===== src/design/lpht_pkg.sv =====
// lpht_pkg: shared types and codes for the linear probing hash table
// no dependencies
`timescale 1ns / 1ps
`default_nettype none
package lpht_pkg;

   typedef enum logic [1:0] {
      OP_INSERT = 2'd0,
      OP_FIND   = 2'd1,
      OP_REMOVE = 2'd2,
      OP_CLEAR  = 2'd3
   } opcode_type;

   typedef enum logic [2:0] {
      RS_INSERTED = 3'd0,
      RS_UPDATED  = 3'd1,
      RS_FOUND    = 3'd2,
      RS_MISS     = 3'd3,
      RS_FULL     = 3'd4
   } status_type;

   localparam logic [1:0] SLOT_EMPTY   = 2'd0;
   localparam logic [1:0] SLOT_DELETED = 2'd1;
   localparam logic [1:0] SLOT_FILLED  = 2'd2;

   // widest slot number over the supported table sizes
   localparam int unsigned HOME_BITS = 16;

   typedef struct packed {
      opcode_type  opcode;
      logic [31:0] key;
      logic [31:0] hash_value;
      logic [31:0] value;
   } req_type;

   typedef struct packed {
      status_type  status;
      logic [31:0] value_out;
      logic [9:0]  slot_index;
   } rsp_type;

   // classified request as it waits for the probe engine
   typedef struct packed {
      opcode_type           opcode;
      logic [31:0]          key;
      logic [31:0]          value;
      logic [HOME_BITS-1:0] home;
   } job_type;

endpackage
`default_nettype wire


===== src/design/lpht_queue.sv =====
// lpht_queue: two entry queue between request front and probe engine
// depends on lpht_pkg
`timescale 1ns / 1ps
`default_nettype none
module lpht_queue
   import lpht_pkg::*;
(
   input  wire logic    clock,
   input  wire logic    reset,
   input  wire logic    push,
   input  wire job_type push_data,
   output      logic    full,
   input  wire logic    pop,
   output      logic    not_empty,
   output      job_type head
);
   job_type    ent_ff [2];
   logic [1:0] cnt_ff, cnt_in;
   logic       rd_ff, rd_in, wr_ff, wr_in;

   assign full      = cnt_ff == 2'd2;
   assign not_empty = cnt_ff != 2'd0;
   assign head      = ent_ff[rd_ff];

   assign rd_in  = rd_ff ^ pop;
   assign wr_in  = wr_ff ^ push;
   assign cnt_in = cnt_ff + {1'b0, push} - {1'b0, pop};

   always_ff @(posedge clock) begin
      if (reset) begin
         cnt_ff <= 2'd0;
         rd_ff  <= 1'b0;
         wr_ff  <= 1'b0;
      end else begin
         cnt_ff <= cnt_in;
         rd_ff  <= rd_in;
         wr_ff  <= wr_in;
      end
      if (push) begin
         ent_ff[wr_ff] <= push_data;
      end
   end
endmodule
`default_nettype wire


===== config.mk =====
export PLATFORM = sky130hd
export DESIGN_NAME = lpht_queue
export DESIGN_NICKNAME = d
export VERILOG_FILES = /design/src/design/lpht_pkg.sv /design/src/design/lpht_queue.sv
export SDC_FILE = /design/constraint.sdc
export NUM_CORES = 1
export LEC_CHECK = 0
export BUFFER_PORTS_ARGS = -buffer_cell sky130_fd_sc_hd__buf_2
export CAP_MARGIN = 20
export CORE_MARGIN = 2
export CORE_UTILIZATION = 33
export DETAILED_ROUTE_END_ITERATION = 16
export SLEW_MARGIN = 15
export SYNTH_ARGS = -nofsm -noshare
export SYNTH_HDL_FRONTEND = slang
export SYNTH_SLANG_ARGS = --single-unit
export TNS_END_PERCENT = 30

===== constraint.sdc =====
create_clock -name clock -period 3.5 [get_ports clock]
set_clock_uncertainty 0.1 [all_clocks]
set_input_delay 0.525 -clock clock [delete_from_list [all_inputs] [get_ports clock]]
set_output_delay 0.525 -clock clock [all_outputs]
set_load 0.005 [all_outputs]

# Word-level counts from Yosys, hierarchy flattened
# Memories as Yosys holds them, arrays and structs flattened. A register that Yosys moved wholly into a read port is not among the register bits.
# Index checks and enable logic that the tools add are counted.
op_classes:
  addsub: 2
  eq_ne: 1
  muxes: 3
  bitwise: 2
  reduce_logical: 1
ops:
  columns: ["op", "n"]
  rows:
  - ["$mux 1", 3]
  - ["$add 2x1->2", 1]
  - ["$eq 2x2->1 const B", 1]
  - ["$reduce_bool 2->1", 1]
  - ["$sub 2x1->2", 1]
  - ["$xor 1x1->1", 2]
word_totals:
  ff_bits: 4
  mem_bits_rw: 164
  input_bits: 86
  out_inout_bits: 84
  mem_count: 1
memory_table:
  columns: ["memory", "words", "width", "rd", "rd_ports_with_merged_regs", "write_ports", "line_no", "source"]
  rows:
  - ["ent_ff", 2, 82, 1, 1, 1, "lpht_queue.sv:17", "job_type ent_ff [2];"]

# Depth between registers and ports, before layout
logic_depth:
  ltp_word: 2
  depth_mapped: 6
  ltp_nobuf: 6

# Worst setup path before layout
# No wires, ideal clock.
synth_path:
  path_kind: "input-to-reg"
  start: "input push"
  end: "memory ent_ff[0][0] (netlist name), enable pin"
  setup_time_ns: 0.450
  t_arrival_ns: 2.486
  path_slack_ns: 0.465
  stages: 1
  path_buffers: 0
  path_cell_list: "ha_1"
synth_via:
  elab_chain_len: 2
synth_rtl:
  columns: ["element", "line_no", "source"]
  rows:
  - ["from (decl)", "lpht_queue.sv:10", "input wire logic push,"]
  - ["$mux 1", "lpht_queue.sv:39", "if (push) begin"]
  - ["$mux 1 (implied by the code)", "lpht_queue.sv:40", "ent_ff[wr_ff] <= push_data;"]
  - ["to (decl)", "lpht_queue.sv:17", null]
# Every way passes these cells.

==> summary.md <==
| Metric | Value |
|---|---|
| Worst-Margin Slew | `between 0.6 and 0.7 ns` |
| Die area | `roughly 21000 µm²` |
| Sink Count | `between 150 and 200` |
| Synth-to-Final Area Change | `27.1%` |
| RSZ-0062 raised after global routing | `no` |
| Crit path max fanout | `36` |
| Post-layout net count | `547` |
| CP Class | `reg -> out` |
| Status | `finished, final reports clean` |
| Drt wl/cell | `around 16 µm` |
| Post-CTS setup buffers | `0` |
| Commonest non-fill, non-tap cells in the layout | `169 x buf_2, 164 x edfxtp_1, 70 x mux2_4` |
| Final Max Slew Viols | `0` |
| Total of max-cap violations | `0` |
| Initial antenna violation count | `0` |
| Leakage | `3.22 nW` |
| CTS Buf Count | `17` |
| TritonCTS clock tree | `done` |
| DRC | `0` |
| # hold bufs at CTS | `0` |
| CP max stage delay | `about 0.48 ns` |
| Share of power burned in registers | `approximately half` |
| Root buf cell | `clkbuf_16` |
| 1st-iter DRT viols | `~120` |
| Vias in the first global route | `3354` |
| Max Fclk | `between 400 and 500 MHz` |
| Initial Util | `33.5%` |
| Antenna Nets Post-Route | `0` |
| Slowest CP cell | `buf_4` |
| CP required | `2.87 ns` |
| Final worst-path cycle share | `69.7%` |
| RD Place Congestion | `between 0.6 and 0.7` |
| IO Port Bufs | `169` |
| Netlist cell types | `14` |
| Largest net degree at the start of global routing | `83` |
| Via count | `3132` |
| Clock tree buffer depth | `2` |
| Net Sw Power | `1.00 mW` |
| Routed WL | `~12000 µm` |
| Seq/Total Area, Yosys | `between 70% and 80%` |
| Post-Syn Instances | `approximately 270` |
| Vias per cell | `about 4.3` |
| Placed cell count | `between 700 and 800` |
| Clock power frac | `approximately two fifths` |
| Chip Height | `between 100 and 150 µm` |
| Fin cells | `735` |
| Core Area | `just under 20000 µm²` |
| Row count | `51` |
| GRT Total Usage | `between 10% and 20%` |
| Setup_tns | `0 ns` |
| Synth Area per Inst | `23.6 µm²` |
| Comb pwr share | `10.7%` |
| Syn_nets | `around 360` |
| First-pass GRT wire length | `~17000 µm` |
| Synth Register Bits | `between 150 and 200` |
| Commonest non-fill, non-tap cell in the layout | `buf_2` |
| Number of H-tree levels | `4` |
| CP arrival | `between 1.5 and 2 ns` |
| Synth Cell Area | `6470 µm²` |
| Die width | `between 100 and 150 µm` |
| Clk_lat worst skew | `between 0.4 and 0.5 ns` |
| CP Capture Type | `primary output` |
| Sw Ratio | `just over 20%` |
| Grt ovf | `0` |
| Chain of cells forming the critical path | `buf_4, mux2_2, buf_2` |
| Yosys warnings | `0` |
| Max-slew headroom | `59.3%` |
| IO Count | `170` |
| Share of layout cells above drive strength 1 | `around three fifths` |
| Count of final setup violators | `0` |
| TritonRoute pass-1 iters | `4` |
| PostCTS Resize Cnt | `0` |
| Pwr per Cell Area | `approximately 600 nW/µm²` |
| Reg clk slew, reported paths | `~0.060 ns` |
| Post-DP HPWL | `7450 µm` |
| Diodes inserted | `0` |
| Final Hold Viols | `0` |
| Peak supply drop | `roughly 0.00032 V` |
| Worst min path class | `in -> reg` |
| Crit path launch type | `flip-flop` |
| Internal power | `around 3.9 mW` |
| Post-layout min period | `about 2.4 ns` |
-- stage by stage --
stage               hold slack, ns  util, %  instance area, µm²  setup slack [ns]  power, mW
detailed placement           0.508     39.2                7590              1.47       2.97
CTS                          0.171     42.5                8220              1.01       4.99
floorplan                    0.419        -                6470             0.465       2.76
global placement             0.496     39.2                7590              1.49       2.95
finish                       0.197     42.5                8220              1.06       4.92
global route                 0.168     42.5                8220             0.947       5.13
-- area by class of cell --
type,count,area [µm²]
Timing Repair Buffer,173,913
Inverter,3,11.3
Tap cell,265,332
Fill cell,1758,11100
Sequential cell,168,5010
Clock buffer,20,437
Multi-Input combinational cell,94,1320
Clock inverter,12,198
-- routing by layer --
metal	vias to the layer above	global-route usage [%]	part of all wire [%]
met5	-	0	0
met4	0	4.23	0.97
met3	10	4.07	6.2
met2	101	19.5	52
met1	1574	12.8	40
li1	1447	-	-
-- synth_stat cells --
cell type,number,area share (%)
buf_12,7,2.2
buf_2,1,0.077
inv_1,3,0.17
or2_2,1,0.097
edfxtp_1,164,76
ha_1,4,0.77
nor2b_1,2,0.19
buf_6,1,0.17
dfxtp_1,4,1.2
mux2_2,12,2.1
nor2_1,3,0.17
xnor2_1,1,0.14
xnor3_1,1,0.35
mux2_4,70,16
-- registers in the layout, indices dropped and copies added, names as in the netlist --
register	cells
rd_ff	1
wr_ff	1
cnt_ff	2
ent_ff	164
-- power groups by stage --
| stage | combinational (mW) | sequential (mW) | clock [mW] |
|---|---|---|---|
| 4_1_cts | 0.542 | 2.38 | 2.07 |
| 5_1_grt | 0.577 | 2.39 | 2.16 |
| 3_3_place_gp | 0.529 | 2.42 | 0 |
| 2_1_floorplan | 0.339 | 2.42 | 0 |
| 3_5_place_dp | 0.540 | 2.43 | 0 |
| 6_report | 0.526 | 2.38 | 2.01 |
-- worst max-delay path: cells and delay by family, from the launching register on --
family   cells  cell delay [ns]
buf+inv      2             0.60
flops        1             0.36
mux          1             0.40
-- final timing paths --
kind | startpoint | to | slack, ns | cells past startpoint
setup / recovery | rd_ff | head[1] | 1.06 | 3
hold / removal | push_data[66] | ent_ff[1][66] | 0.20 | 1
setup reg to reg | wr_ff | ent_ff[1][7] | 2.02 | 2
hold reg to reg | wr_ff | wr_ff | 0.51 | 3
-- cells by family (layout without fill, tap and decap cells) --
family / Yosys count / in the layout / synth area share [%]
and+or+nand+nor: 6 / 6 / 0.464
adders and majority gates: 4 / 4 / 0.774
xor gates and xnor gates: 2 / 2 / 0.483
muxes: 82 / 82 / 18.3
buffers and inverters: 12 / 208 / 2.59
DFF: 168 / 168 / 77.4
Power figures use the tool's default switching activity.
