### config.mk
export PLATFORM = sky130hd
export DESIGN_NAME = lpht_front
export DESIGN_NICKNAME = d
export VERILOG_FILES = /design/src/design/lpht_pkg.sv /design/src/design/lpht_front.sv
export SDC_FILE = /design/constraint.sdc
export NUM_CORES = 1
export LEC_CHECK = 0
export BUFFER_PORTS_ARGS = -buffer_cell sky130_fd_sc_hd__clkbuf_2
export CAP_MARGIN = 20
export CORE_UTILIZATION = 47
export DETAILED_ROUTE_END_ITERATION = 10
export PLACE_DENSITY_LB_ADDON = 0.15
export SYNTH_ARGS = -nofsm -noshare
export SYNTH_HDL_FRONTEND = slang
export SYNTH_SLANG_ARGS = --single-unit
### constraint.sdc
create_clock -name clock -period 3.26 [get_ports clock]
set_input_delay 0.163 -clock clock [delete_from_list [all_inputs] [get_ports clock]]
set_output_delay 0.163 -clock clock [all_outputs]
set_load 0.01 [all_outputs]
### src/design/lpht_pkg.sv
// lpht_pkg: shared types and codes for the linear probing hash table
// no dependencies
`timescale 1ns / 1ps
`default_nettype none
package lpht_pkg;

   typedef enum logic [1:0] {
      OP_INSERT = 2'd0,
      OP_FIND   = 2'd1,
      OP_REMOVE = 2'd2,
      OP_CLEAR  = 2'd3
   } opcode_type;

   typedef enum logic [2:0] {
      RS_INSERTED = 3'd0,
      RS_UPDATED  = 3'd1,
      RS_FOUND    = 3'd2,
      RS_MISS     = 3'd3,
      RS_FULL     = 3'd4
   } status_type;

   localparam logic [1:0] SLOT_EMPTY   = 2'd0;
   localparam logic [1:0] SLOT_DELETED = 2'd1;
   localparam logic [1:0] SLOT_FILLED  = 2'd2;

   // widest slot number over the supported table sizes
   localparam int unsigned HOME_BITS = 16;

   typedef struct packed {
      opcode_type  opcode;
      logic [31:0] key;
      logic [31:0] hash_value;
      logic [31:0] value;
   } req_type;

   typedef struct packed {
      status_type  status;
      logic [31:0] value_out;
      logic [9:0]  slot_index;
   } rsp_type;

   // classified request as it waits for the probe engine
   typedef struct packed {
      opcode_type           opcode;
      logic [31:0]          key;
      logic [31:0]          value;
      logic [HOME_BITS-1:0] home;
   } job_type;

endpackage
`default_nettype wire

### src/design/lpht_front.sv
// lpht_front: accepts request beats and reduces the hash to a home slot
// depends on lpht_pkg
`timescale 1ns / 1ps
`default_nettype none
module lpht_front
   import lpht_pkg::*;
#(
   parameter int unsigned SLOTS = 1024
) (
   input  wire logic    clock,
   input  wire logic    reset,
   input  wire logic    req_valid,
   output      logic    req_stall,
   input  wire req_type req_data,
   input  wire logic    hold,
   input  wire logic    q_full,
   output      logic    q_push,
   output      job_type q_data
);
   localparam int unsigned IDX_W = $clog2(SLOTS);
   localparam int unsigned SH    = 32 + IDX_W;
   localparam logic [32:0] RECIP = 33'((65'd1 << SH) / SLOTS);

   logic          v1_ff, v1_in, v2_ff, v2_in;
   req_type       j1_ff, j2_ff;
   logic [64:0]   prod_ff, prod_in;
   logic [IDX_W:0] qs_ff, qs_in;
   logic [31:0]   quot;
   logic [IDX_W:0] rem;
   logic [IDX_W:0] rem_fix;
   logic          move;
   logic          accept;

   assign move      = !(v2_ff && q_full);
   assign req_stall = !move || hold;
   assign accept    = req_valid && !req_stall;

   // quotient estimate is low by at most one
   assign prod_in = {33'd0, req_data.hash_value} * {32'd0, RECIP};
   assign quot    = 32'(prod_ff >> SH);
   assign qs_in   = (IDX_W + 1)'(quot * 32'(SLOTS));
   assign rem     = j2_ff.hash_value[IDX_W:0] - qs_ff;
   assign rem_fix = (rem >= (IDX_W + 1)'(SLOTS)) ? rem - (IDX_W + 1)'(SLOTS) : rem;

   assign v1_in = move ? accept : v1_ff;
   assign v2_in = move ? v1_ff : v2_ff;

   always_ff @(posedge clock) begin
      if (reset) begin
         v1_ff <= 1'b0;
         v2_ff <= 1'b0;
      end else begin
         v1_ff <= v1_in;
         v2_ff <= v2_in;
      end
      if (move) begin
         j1_ff   <= req_data;
         prod_ff <= prod_in;
         j2_ff   <= j1_ff;
         qs_ff   <= qs_in;
      end
   end

   assign q_push        = v2_ff && move;
   assign q_data.opcode = j2_ff.opcode;
   assign q_data.key    = j2_ff.key;
   assign q_data.value  = j2_ff.value;
   assign q_data.home   = HOME_BITS'(IDX_W'(rem_fix));
endmodule
`default_nettype wire

Word-level counts from Yosys, hierarchy flattened
Cells that the tools add are included.
{ "op_classes": {"add_sub_neg": 2, "order_cmp": 1, "n_mux": 1, "n_reduce_logical": 6} }
{ "op_table": {"columns": ["operator", "count"], "rows": [
  ["11-bit >= comparator, second input constant", 1],
  ["11-bit subtractor", 1],
  ["10-bit two-way mux", 1],
  ["10-bit by 1-bit subtractor with 10-bit output, second input constant", 1],
  ["1-bit logical AND", 3],
  ["1-bit logical NOT", 2],
  ["1-bit logical OR", 1]
]} }
{ "totals": {"register_bits": 157, "output_inout_bits": 84, "word_cells": 21} }

Longest topological paths before layout
Gate-level depths: netlist of the first run.
{ "depth": {"depth_word": 4, "mapped_depth": 3, "ltp_nobuf": 3} }

Worst setup path before layout of the first run
OpenSTA, ideal clock, no wires.
{ "synth_timing": {"path_kind": "flip-flop to output port", "from": "register v2_ff", "to": "output req_stall", "arrival_ps": 2471, "t_required_ps": 3097, "slack_ps": 626, "stages_incl_launch_ff": 3, "path_buffers": 0, "path_cell_list": "dfxtp_1 nand2_2 nand2b_1"} }
{ "synth_between": {"elab_chain_len": 2} }
{ "synth_rtl": {"columns": ["item", "line_no", "rtl"], "rows": [
  ["start, declared", "lpht_front.sv:24", "logic v1_ff, v1_in, v2_ff, v2_in;"],
  ["start signal, assigned", "lpht_front.sv:54", "v2_ff <= v2_in;"],
  ["1-bit logical AND", "lpht_front.sv:34", "assign move = !(v2_ff && q_full);"],
  ["1-bit logical OR", "lpht_front.sv:35", "assign req_stall = !move || hold;"],
  ["end, declared", "lpht_front.sv:13", "output logic req_stall,"]
]} }
Every way passes these cells.

Worst setup path after layout of the first run
Same ends and word-level chain as after synthesis.

==> results of run 1 <==
-- final timing paths --
path / start / endpoint / slack (ns) / cells past startpoint
min: req_data[78] / j1_ff[78] / 0.34 / 2
min reg2reg: j1_ff[97] / q_data[81] / 0.42 / 0
max reg2reg: v2_ff / v1_ff / 1.75 / 4
max: v2_ff / req_stall / 1.68 / 3
-- logic make-up after synthesis --
| logic type | after synthesis | share of synthesized area (%) |
|---|---|---|
| flip-flops | 154 | 98.0 |
| buffers and inverters | 6 | 0.958 |
| AO/OA/AOI/OAI | 2 | 0.213 |
| other | 1 | 0.0798 |
| AND/OR/NAND/NOR | 6 | 0.799 |
-- registers in the layout, summed over array words and instances, names as in the netlist --
| signal | cells |
|---|---|
| v1_ff | 1 |
| j2_ff | 10 |
| q_data | 66 |
| j1_ff | 76 |
| v2_ff | 1 |
-- per-layer routing --
layer	share of wire [%]	vias up	track usage [%]
met3	7.4	13	8.55
met5	0	-	0
li1	-	1181	-
met1	38	1139	16.2
met4	1.8	0	10.2
met2	53	109	25.8
-- layout make-up --
type | count | area, µm² | area share, %
Sequential cell | 154 | 4600 | 65.7
Tap cell | 133 | 166 | 2.37
Clock inverter | 15 | 134 | 1.91
Timing Repair Buffer | 238 | 1610 | 22.9
Multi-Input combinational cell | 14 | 83.8 | 1.20
Clock buffer | 17 | 414 | 5.91
-- power by group --
| group | switching (mW) | internal (mW) |
|---|---|---|
| Clock | 0.720 | 1.07 |
| Sequential | 0.0331 | 2.32 |
| Combinational | 0.112 | 0.141 |
| Total | 0.865 | 3.53 |
-- per-stage QoR --
step,utilization [%],cells
floorplan,-,174
global placement,58.0,459
detailed placement,58.0,459
CTS,71.8,570
global route,72.1,571
finish,72.1,571
-- synth_stat cells (all sizes together) --
cell type	number	area share, %
dfxtp	2	0.85
edfxtp	152	97
nand2b	1	0.13
nand3b	1	0.16
and2b	1	0.19
nand3	1	0.11
nor2	1	0.080
buf	6	0.96
conb	1	0.080
nand2	1	0.13
a21oi	2	0.21
-- critical path, cell delays in order, from the launching register on --
cell	delay (ns)
dfxtp_1	0.46
nand2_8	0.18
nand2b_1	0.11
clkbuf_2	0.13
==> impl_results.md, run 1 <==
- Worst-path clk slew: approximately 0.06 ns
- Core area: 0.00973 mm²
- Worst hold-check path type: in -> reg
- Grt ovf: 0
- CTS root buf: clkbuf_8
- Fraction of layout cells with a size suffix above 1: between 40 and 50%
- Final ANT Viol Nets: 0
- First-pass GRT wire length: around 11000 µm
- Commonest non-fill, non-tap cells in the layout: clkbuf_2, edfxtp_1, dlygate4sd3_1
- Power Dens Cells: about 630 mW/mm²
- Fillers: a little over 600
- Post-CTS Setup Inserts: 0
- Die footprint: around 0.010 mm²
- RSZ-0062 raised after global routing: false
- All-Layer GR Usage: 16.0%
- Synth Instances: 169
- Max-Cap Viols: 0
- Drt initial violations: 94
- Status: completed
- Row count: 36
- Setup WS pre-CTS: between 1.5 and 2 ns
- Tcrit/Tclk final: 48.4%
- Worst hold slack: between 0.3 and 0.4 ns
- Nets: about 530
- Buffers on Ports: 158
- Max Fanout on Critical Path: 21
- HPWL after DPL: about 4300 µm
- #FFs+latches synth: between 150 and 200
- Placer Congestion: around 0.66
- CTS HTree Levels: 4
- Required time of the critical path: between 3 and 4 ns
- Hold_buf cts: between 70 and 80
- CTS tree: built
- Final Skew: between 0.009 and 0.01 ns
- Initial Utilization: slightly below 50%
- Post-DP Area: between 0.005 and 0.006 mm²
- Most common cell after layout, fill and taps aside: clkbuf_2
- CTS max path bufs: 2
- Distinct cells, synth: 11
- N_diodes: 0
- Fin Setup TNS: 0 ns
- Synth warn: 0
- DR vias/cell: between 4 and 5
- Synth Cell Area: about 0.0047 mm²
- Pleak: just under 3 nW
- Worst slew margin: a little under 60%
- Area grow syn2layout: 49.2%
- Syn Area/Cell: 27.8 µm²
- Die width: 102 µm
- Final setup viols: 0
- Final min period: roughly 1.6 ns
- Startpoint type of the worst setup path: register
- Critical Path End Type: output pin
- Final hold vios: 0
- Via count: roughly 2400
- Slew @ Worst Pin: 0.607 ns
- Worst setup margin: 1.68 ns
- Fmax: around 0.63 GHz
- Max VDD drop: 0.529 mV
- Wirelength per Cell: 13.8 µm
- WP data arrival: 1.42 ns
- Final wirelength: between 7000 and 8000 µm
- Drt first pass iters: 4
- CTS Sinks: ~150
- Worst Setup Path Type: reg -> out
- Number of antenna violations at the first check in global routing: 0
- Vias in the first global route: about 2300
- Sequential area share after synthesis: a little over nine tenths
- Worst-Skew Late Latency: between 0.5 and 0.6 ns
- Final instance area: roughly 0.007 mm²
- Die height: 102 µm
- Final Max Tran Viols: 0
- IO Pins: around 190
- DRC violations left: 0
- Total power: around 4.4 mW
- Largest net degree at the start of global routing: around 160
- CTS buffer count: 17
- Post-CTS resize count: 0
(Power assumes the default switching activity.)
==> inputs of run 2 (changes only) <==
--- a/config.mk
+++ b/config.mk
@@ -7,7 +7,7 @@
 export LEC_CHECK = 0
 export BUFFER_PORTS_ARGS = -buffer_cell sky130_fd_sc_hd__clkbuf_2
 export CAP_MARGIN = 20
-export CORE_UTILIZATION = 47
+export CORE_UTILIZATION = 43
 export DETAILED_ROUTE_END_ITERATION = 10
 export PLACE_DENSITY_LB_ADDON = 0.15
 export SYNTH_ARGS = -nofsm -noshare
==> constraint.sdc (replaced) <==
create_clock -name clock -period 1.3 [get_ports clock]
set_input_delay 0.065 -clock clock [delete_from_list [all_inputs] [get_ports clock]]
set_output_delay 0.065 -clock clock [all_outputs]
set_load 0.01 [all_outputs]
==> run 2 against run 1 <==
Compared with the run above:
- clock-buffer cell count is 2 higher
- clock power is 140% higher
- clock skew is 0.00073 ns lower
- largest cell class unchanged
- register-to-register slack worse by 1.7 ns
==> impl_results.md, run 2 (synthesis results as in run 1) <==
- HPWL after DPL: 5230 µm (was 4330 µm)
- FF-to-FF End: j1_ff[83] (was v1_ff)
- Critical path startpoint: v2_ff (unchanged)
- CTS max path bufs: 2 (unchanged)
- Critical Path End Type: output pin (unchanged)
- Final instance area: 0.00713 mm² (was 0.00701 mm²)
- Fmax: slightly below 0.8 GHz
- IO Pins: 187 (unchanged)
- All-Layer GR Usage: 16.1% (was 16.0%)
- Largest net degree at the start of global routing: 34 (was 155)
- First-pass GRT wire length: 12900 µm (was 11200 µm)
- Die footprint: 0.0114 mm² (was 0.0104 mm²)
- Critical path cell sequence: and2b_2, clkbuf_2 (was nand2_8, nand2b_1, clkbuf_2)
- Worst setup endpoint: q_push (was req_stall)
- Placed cell count: 470 (was 459)
- Startpoint type of the worst setup path: register (unchanged)
- Fraction of layout cells with a size suffix above 1: 44.3% (was 43.4%)
- Placer Congestion: 0.710 (was 0.656)
- Die width: 107 µm (was 102 µm)
- Worst Setup Path Type: reg -> out (unchanged)
- Worst hold-check path type: in -> reg (unchanged)
- Final hold vios: 0 (unchanged)
- Worst-Skew Late Latency: 0.51 ns (was 0.53 ns)
- Final Max Tran Viols: 0 (unchanged)
- Max VDD drop: 0.666 mV (was 0.529 mV)
- Worst-path clk slew: 0.06 ns (about the same)
- Final setup viols: 0 (unchanged)
- Fillers: 728 (was 610)
- RSZ-0062 raised after global routing: true (was false)
- Pleak: 2.97 nW (was 2.93 nW)
- Area grow syn2layout: 51.8% (was 49.2%)
- Buffers on Ports: 158 (unchanged)
- Wirelength per Cell: 14.8 µm (was 13.8 µm)
- Drt first pass iters: 4 (unchanged)
- Critical-path top delay cell: dfxtp_4 (was dfxtp_1)
- DRC violations left: 0 (unchanged)
- Post-layout util: 68.2% (was 72.1%)
- Sw Pwr: 2.19 mW (was 865 µW)
- CTS root buf: clkbuf_8 (unchanged)
- Largest reg by FF count: j1_ff (unchanged)
- Reg2reg path depth: 3 (was 4)
- Share of total power in the clock network: 39.6% (was 40.8%)
- Row count: 37 (was 36)
- Worst hold slack: 0.263 ns (was 0.342 ns)
- Int Power: 8.68 mW (was 3.53 mW)
- Via count: 2556 (was 2442)
- Nets: 541 (was 528)
- Reg2reg start: v2_ff (unchanged)
- Tcrit/Tclk final: between 90% and 100%
- Finished Layout Cells: 587 (was 571)
- Logic pwr share: 6.2% (was 5.8%)
- Multi-input gate area: 95.1 µm² (was 83.8 µm²)
- Sequential power share: 54.2% (was 53.5%)
- Reg2Reg Setup Slack: 0.05 ns (was 1.75 ns)
- CTS tree: built (unchanged)
- Register area: 0.00461 mm² (was 0.00460 mm²)
- WP data arrival: 1.19 ns (was 1.42 ns)
- Final ANT Viol Nets: 0 (unchanged)
- Drt initial violations: 127 (was 94)
- Die height: 107 µm (was 102 µm)
- Status: completed (unchanged)
- Total power: 10.9 mW (was 4.39 mW)
- Commonest non-fill, non-tap cells in the layout: clkbuf_2, edfxtp_1, dlygate4sd3_1 (unchanged)
- CTS HTree Levels: 4 (unchanged)
- CTS buffer count: 17 (unchanged)
- Required time of the critical path: 1.24 ns (was 3.10 ns)
- Final wirelength: 8700 µm (was 7860 µm)
- Initial Utilization: 44.9% (was 48.3%)
- Max-Cap Viols: 0 (unchanged)
- CP peak stage delay: 0.37 ns (was 0.46 ns)
- Max FFs per register: 76 (unchanged)
- Final min period: 1.26 ns
- Vias in the first global route: 2636 (was 2347)
- Number of antenna violations at the first check in global routing: 0 (unchanged)
- Max Fanout on Critical Path: 4 (was 21)
- Post-DP Area: 0.00576 mm² (was 0.00565 mm²)
- Power Dens Cells: 1520 mW/mm² (was 626 mW/mm²)
- N_diodes: 0 (unchanged)
- CTS Sinks: 154 (unchanged)
- Core area: 0.0105 mm² (was 0.00973 mm²)
- Most common cell after layout, fill and taps aside: clkbuf_2 (unchanged)
- DR vias/cell: 4.35 (was 4.28)
- Final Skew: 0.00831 ns (was 0.00904 ns)
- Sw Ratio: 20.1% (was 19.7%)
- Grt ovf: 0 (unchanged)
run 2: changes by cell type in the layout (fill, tap and decap cells not counted), moves of 2 or more:
| cell | previous run | this run |
|---|---|---|
| buf_12 | 0 | 4 |
| buf_4 | 0 | 7 |
| clkbuf_1 | 0 | 2 |
| clkinv_2 | 6 | 2 |
| clkinvlp_4 | 2 | 6 |
| dlygate4sd3_1 | 79 | 81 |
run 2: repair_timing:
action	in CTS	in global routing
hold buffers	81	0
pin swaps	1	0
gates resized for setup	1	0
endpoints found under the hold margin	78	0
buffers inserted	1	2
cloned	1	0
setup endpoints to repair	1	26
run 2: worst min-delay path by stage:
stage | from | to | cells past startpoint
3_5_place_dp | reset | v2_ff | 2
3_3_place_gp | reset | v2_ff | 2
4_1_cts | reset | v1_ff | 3
5_1_grt | req_data[17] | j1_ff[17] | 2
6_report | req_data[17] | j1_ff[17] | 2
2_1_floorplan | reset | v2_ff | 1
run 2: metal layers:
metal | track usage (%) | vias up | wire, µm
li1 | - | 1212 | -
met1 | 18.0 | 1219 | 3380
met2 | 26.9 | 109 | 4590
met3 | 6.74 | 16 | 599
met4 | 7.05 | 0 | 142
met5 | 0 | - | 0
run 2: area by class of cell:
type / instances / area share, %
Clock inverter: 13 / 1.47
Multi-Input combinational cell: 15 / 1.33
Tap cell: 136 / 2.39
Sequential cell: 154 / 64.6
Timing Repair Buffer: 250 / 24.3
Clock buffer: 19 / 5.91
run 2: through the flow:
step / worst slack (ns) / setup TNS (ns)
6_report: 0.0421 / 0
5_1_grt: -0.00488 / -0.00488
4_1_cts: -0.0113 / -0.0113
3_5_place_dp: 0.173 / 0
3_3_place_gp: 0.190 / 0
2_1_floorplan: -0.0489 / -7.45
run 2: critical path, delay by kind of cell (launching register included):
| family | cells | cell delay, ns |
|---|---|---|
| DFF | 1 | 0.37 |
| and+or+nand+nor | 1 | 0.19 |
| buffers and inverters | 1 | 0.12 |
run 2: power by group through the flow:
stage          clock network [mW]  registers (mW)  logic (mW)
6_report                     4.31            5.89       0.669
5_1_grt                      4.62            5.92       0.716
4_1_cts                      4.42            5.90       0.663
3_5_place_dp                    0            6.00       0.461
3_3_place_gp                    0            5.98       0.457
2_1_floorplan                   0            6.07      0.0583
==> inputs of run 3 (changes only) <==
--- a/config.mk
+++ b/config.mk
@@ -9,7 +9,7 @@
 export CAP_MARGIN = 20
 export CORE_UTILIZATION = 43
 export DETAILED_ROUTE_END_ITERATION = 10
-export PLACE_DENSITY_LB_ADDON = 0.15
+export PLACE_DENSITY = 0.85
 export SYNTH_ARGS = -nofsm -noshare
 export SYNTH_HDL_FRONTEND = slang
 export SYNTH_SLANG_ARGS = --single-unit
==> run 3 against run 2 <==
Compared with the run above:
- register-to-register slack improved by 0.06 ns
- combinational power increased by 1%
- worst hold slack improved by 0.0067 ns
- critical path type is now in -> out
==> impl_results.md, run 3 (synthesis results as in run 1) <==
- Max VDD drop: 1.00 mV (was 0.666 mV)
- Max FFs per register: 76 (unchanged)
- Worst setup margin: 0.000919 ns (was 0.0421 ns)
- Startpoint type of the worst setup path: input port (was register)
- Worst-Skew Late Latency: 0.51 ns (about the same)
- CTS root buf: clkbuf_8 (unchanged)
- Placed cell count: 477 (was 470)
- Final ANT Viol Nets: 0 (unchanged)
- Tcrit/Tclk final: 99.9% (was 96.8%)
- Final Max Tran Viols: 0 (unchanged)
- Status: completed (unchanged)
- Fillers: 690 (was 728)
- Hold Startpoint: req_data[1] (was req_data[17])
- Sw Ratio: 19.8% (was 20.1%)
- Worst Setup Path Type: in -> out (was reg -> out)
- CTS HTree Levels: 4 (unchanged)
- Power Dens Cells: 1570 mW/mm² (was 1520 mW/mm²)
- Fin Setup TNS: 0 ns (unchanged)
- Die footprint: 0.0114 mm² (unchanged)
- HPWL after DPL: 5630 µm (was 5230 µm)
- All-Layer GR Usage: 17.0% (was 16.1%)
- Vias in the first global route: 2737 (was 2636)
- Final instance area: 0.00724 mm² (was 0.00713 mm²)
- CTS buffer count: 17 (unchanged)
- Largest net degree at the start of global routing: 25 (was 34)
- Drt first pass iters: 6 (was 4)
- Pleak: 3.03 nW (was 2.97 nW)
- Nets: 546 (was 541)
- Via count: 2597 (was 2556)
- Fraction of layout cells with a size suffix above 1: 45.8% (was 44.3%)
- RSZ-0062 raised after global routing: true (unchanged)
- Row count: 37 (unchanged)
- CTS max path bufs: 2 (unchanged)
- WP data arrival: 1.23 ns (was 1.19 ns)
- Max Fanout on Critical Path: 5 (was 4)
- CTS tree: built (unchanged)
- First-pass GRT wire length: 13500 µm (was 12900 µm)
- Drt initial violations: 125 (was 127)
- Int Power: 9.11 mW (was 8.68 mW)
- Final wirelength: 9260 µm (was 8700 µm)
- Critical path startpoint: q_full (was v2_ff)
- Worst-path clk slew: 0.06 ns (about the same)
- Post-DP Area: 0.00580 mm² (was 0.00576 mm²)
- Initial Utilization: 44.9% (unchanged)
- Area grow syn2layout: 54.0% (was 51.8%)
- Number of antenna violations at the first check in global routing: 0 (unchanged)
- Core area: 0.0105 mm² (unchanged)
- CTS Sinks: 154 (unchanged)
- Final min period: 1.30 ns (was 1.26 ns)
- Sequential power share: 51.9% (was 54.2%)
- Worst hold-check path type: in -> reg (unchanged)
- N_diodes: 0 (unchanged)
- Finished Layout Cells: 592 (was 587)
- Final Skew: 0.0115 ns (was 0.00831 ns)
- Share of total power in the clock network: 42.1% (was 39.6%)
- Setup WS pre-CTS: 0.159 ns (was 0.173 ns)
- DR vias/cell: 4.39 (was 4.35)
- Buffers on Ports: 158 (unchanged)
- Placer Congestion: 0.700 (was 0.710)
- Most common cell after layout, fill and taps aside: clkbuf_2 (unchanged)
- DRC violations left: 0 (unchanged)
- IO Pins: 187 (unchanged)
- Final setup viols: 0 (unchanged)
- Largest reg by FF count: j1_ff (unchanged)
- Fmax: 0.770 GHz (was 0.795 GHz)
- Commonest non-fill, non-tap cells in the layout: clkbuf_2, edfxtp_1, dlygate4sd3_1 (unchanged)
- Logic pwr share: 6.0% (was 6.2%)
- Wirelength per Cell: 15.6 µm (was 14.8 µm)
- Final hold vios: 0 (unchanged)
- Reg2reg start: v2_ff (unchanged)
- Max-Cap Viols: 0 (unchanged)
- Die height: 107 µm (unchanged)
- Required time of the critical path: 1.24 ns (about the same)
- Critical Path End Type: output pin (unchanged)
- Sw Pwr: 2.25 mW (was 2.19 mW)
- Die width: 107 µm (unchanged)
- Grt ovf: 0 (unchanged)
[run 3: changes by cell type in the layout (fill, tap and decap cells not counted), sizes merged]
cell,change
clkinv,-1
inv,+3
buf,+8
bufinv,+2
clkinvlp,-3
dlygate4sd3,-1
clkbuf,-3
[run 3: through the flow]
| stage | total power [mW] | utilization, % | hold WS, ns |
|---|---|---|---|
| floorplan | 6.13 | - | 0.130 |
| global placement | 6.44 | 55.4 | 0.238 |
| detailed placement | 6.48 | 55.4 | 0.244 |
| CTS | 11.5 | 69.0 | 0.233 |
| global route | 11.8 | 69.2 | 0.236 |
| finish | 11.4 | 69.2 | 0.270 |
[run 3: critical path, stage by stage]
cell           delay, ns
dlygate4sd3_1       0.56
clkbuf_4            0.23
and2b_2             0.25
buf_6               0.12
[run 3: what timing repair did]
item | 4_1_cts | 5_1_grt
buffers inserted | 2 | 0
gates cloned | 1 | 0
pin swaps | 1 | 0
setup endpoints to repair | 2 | 8
hold buffers | 80 | 0
resized for setup | 1 | 7
hold endpoints to repair | 78 | 0
[run 3: power groups by stage]
| stage | combinational [mW] | clock, mW | sequential (mW) |
|---|---|---|---|
| after global routing | 0.723 | 5.11 | 5.93 |
| after CTS | 0.671 | 4.90 | 5.90 |
| after global placement | 0.459 | 0 | 5.99 |
| after detailed placement | 0.470 | 0 | 6.01 |
| after floorplan | 0.0583 | 0 | 6.07 |
| final | 0.678 | 4.78 | 5.90 |
[run 3: layer usage]
metal	vias up	global-route usage [%]	wire, µm
met2	120	30.1	4970
met3	4	6.62	637
met1	1256	18.4	3610
met5	-	0	0
met4	0	6.16	41
li1	1217	-	-
[run 3: path summary, 6_finish.rpt]
check          endpoint  slack [ns]  cells after the start
max              q_push      0.0009                      4
min            j1_ff[1]        0.27                      2
max reg2reg  q_data[19]        0.11                      3
min reg2reg  q_data[45]        0.41                      0
[run 3: final cells by class]
cell class	instances	area [µm²]	area share (%)
clock inverter	14	169	2.33
multi-input combinational	15	103	1.42
timing repair buffer	255	1770	24.4
sequential	154	4610	63.7
clock buffer	18	418	5.77
tap	136	170	2.35
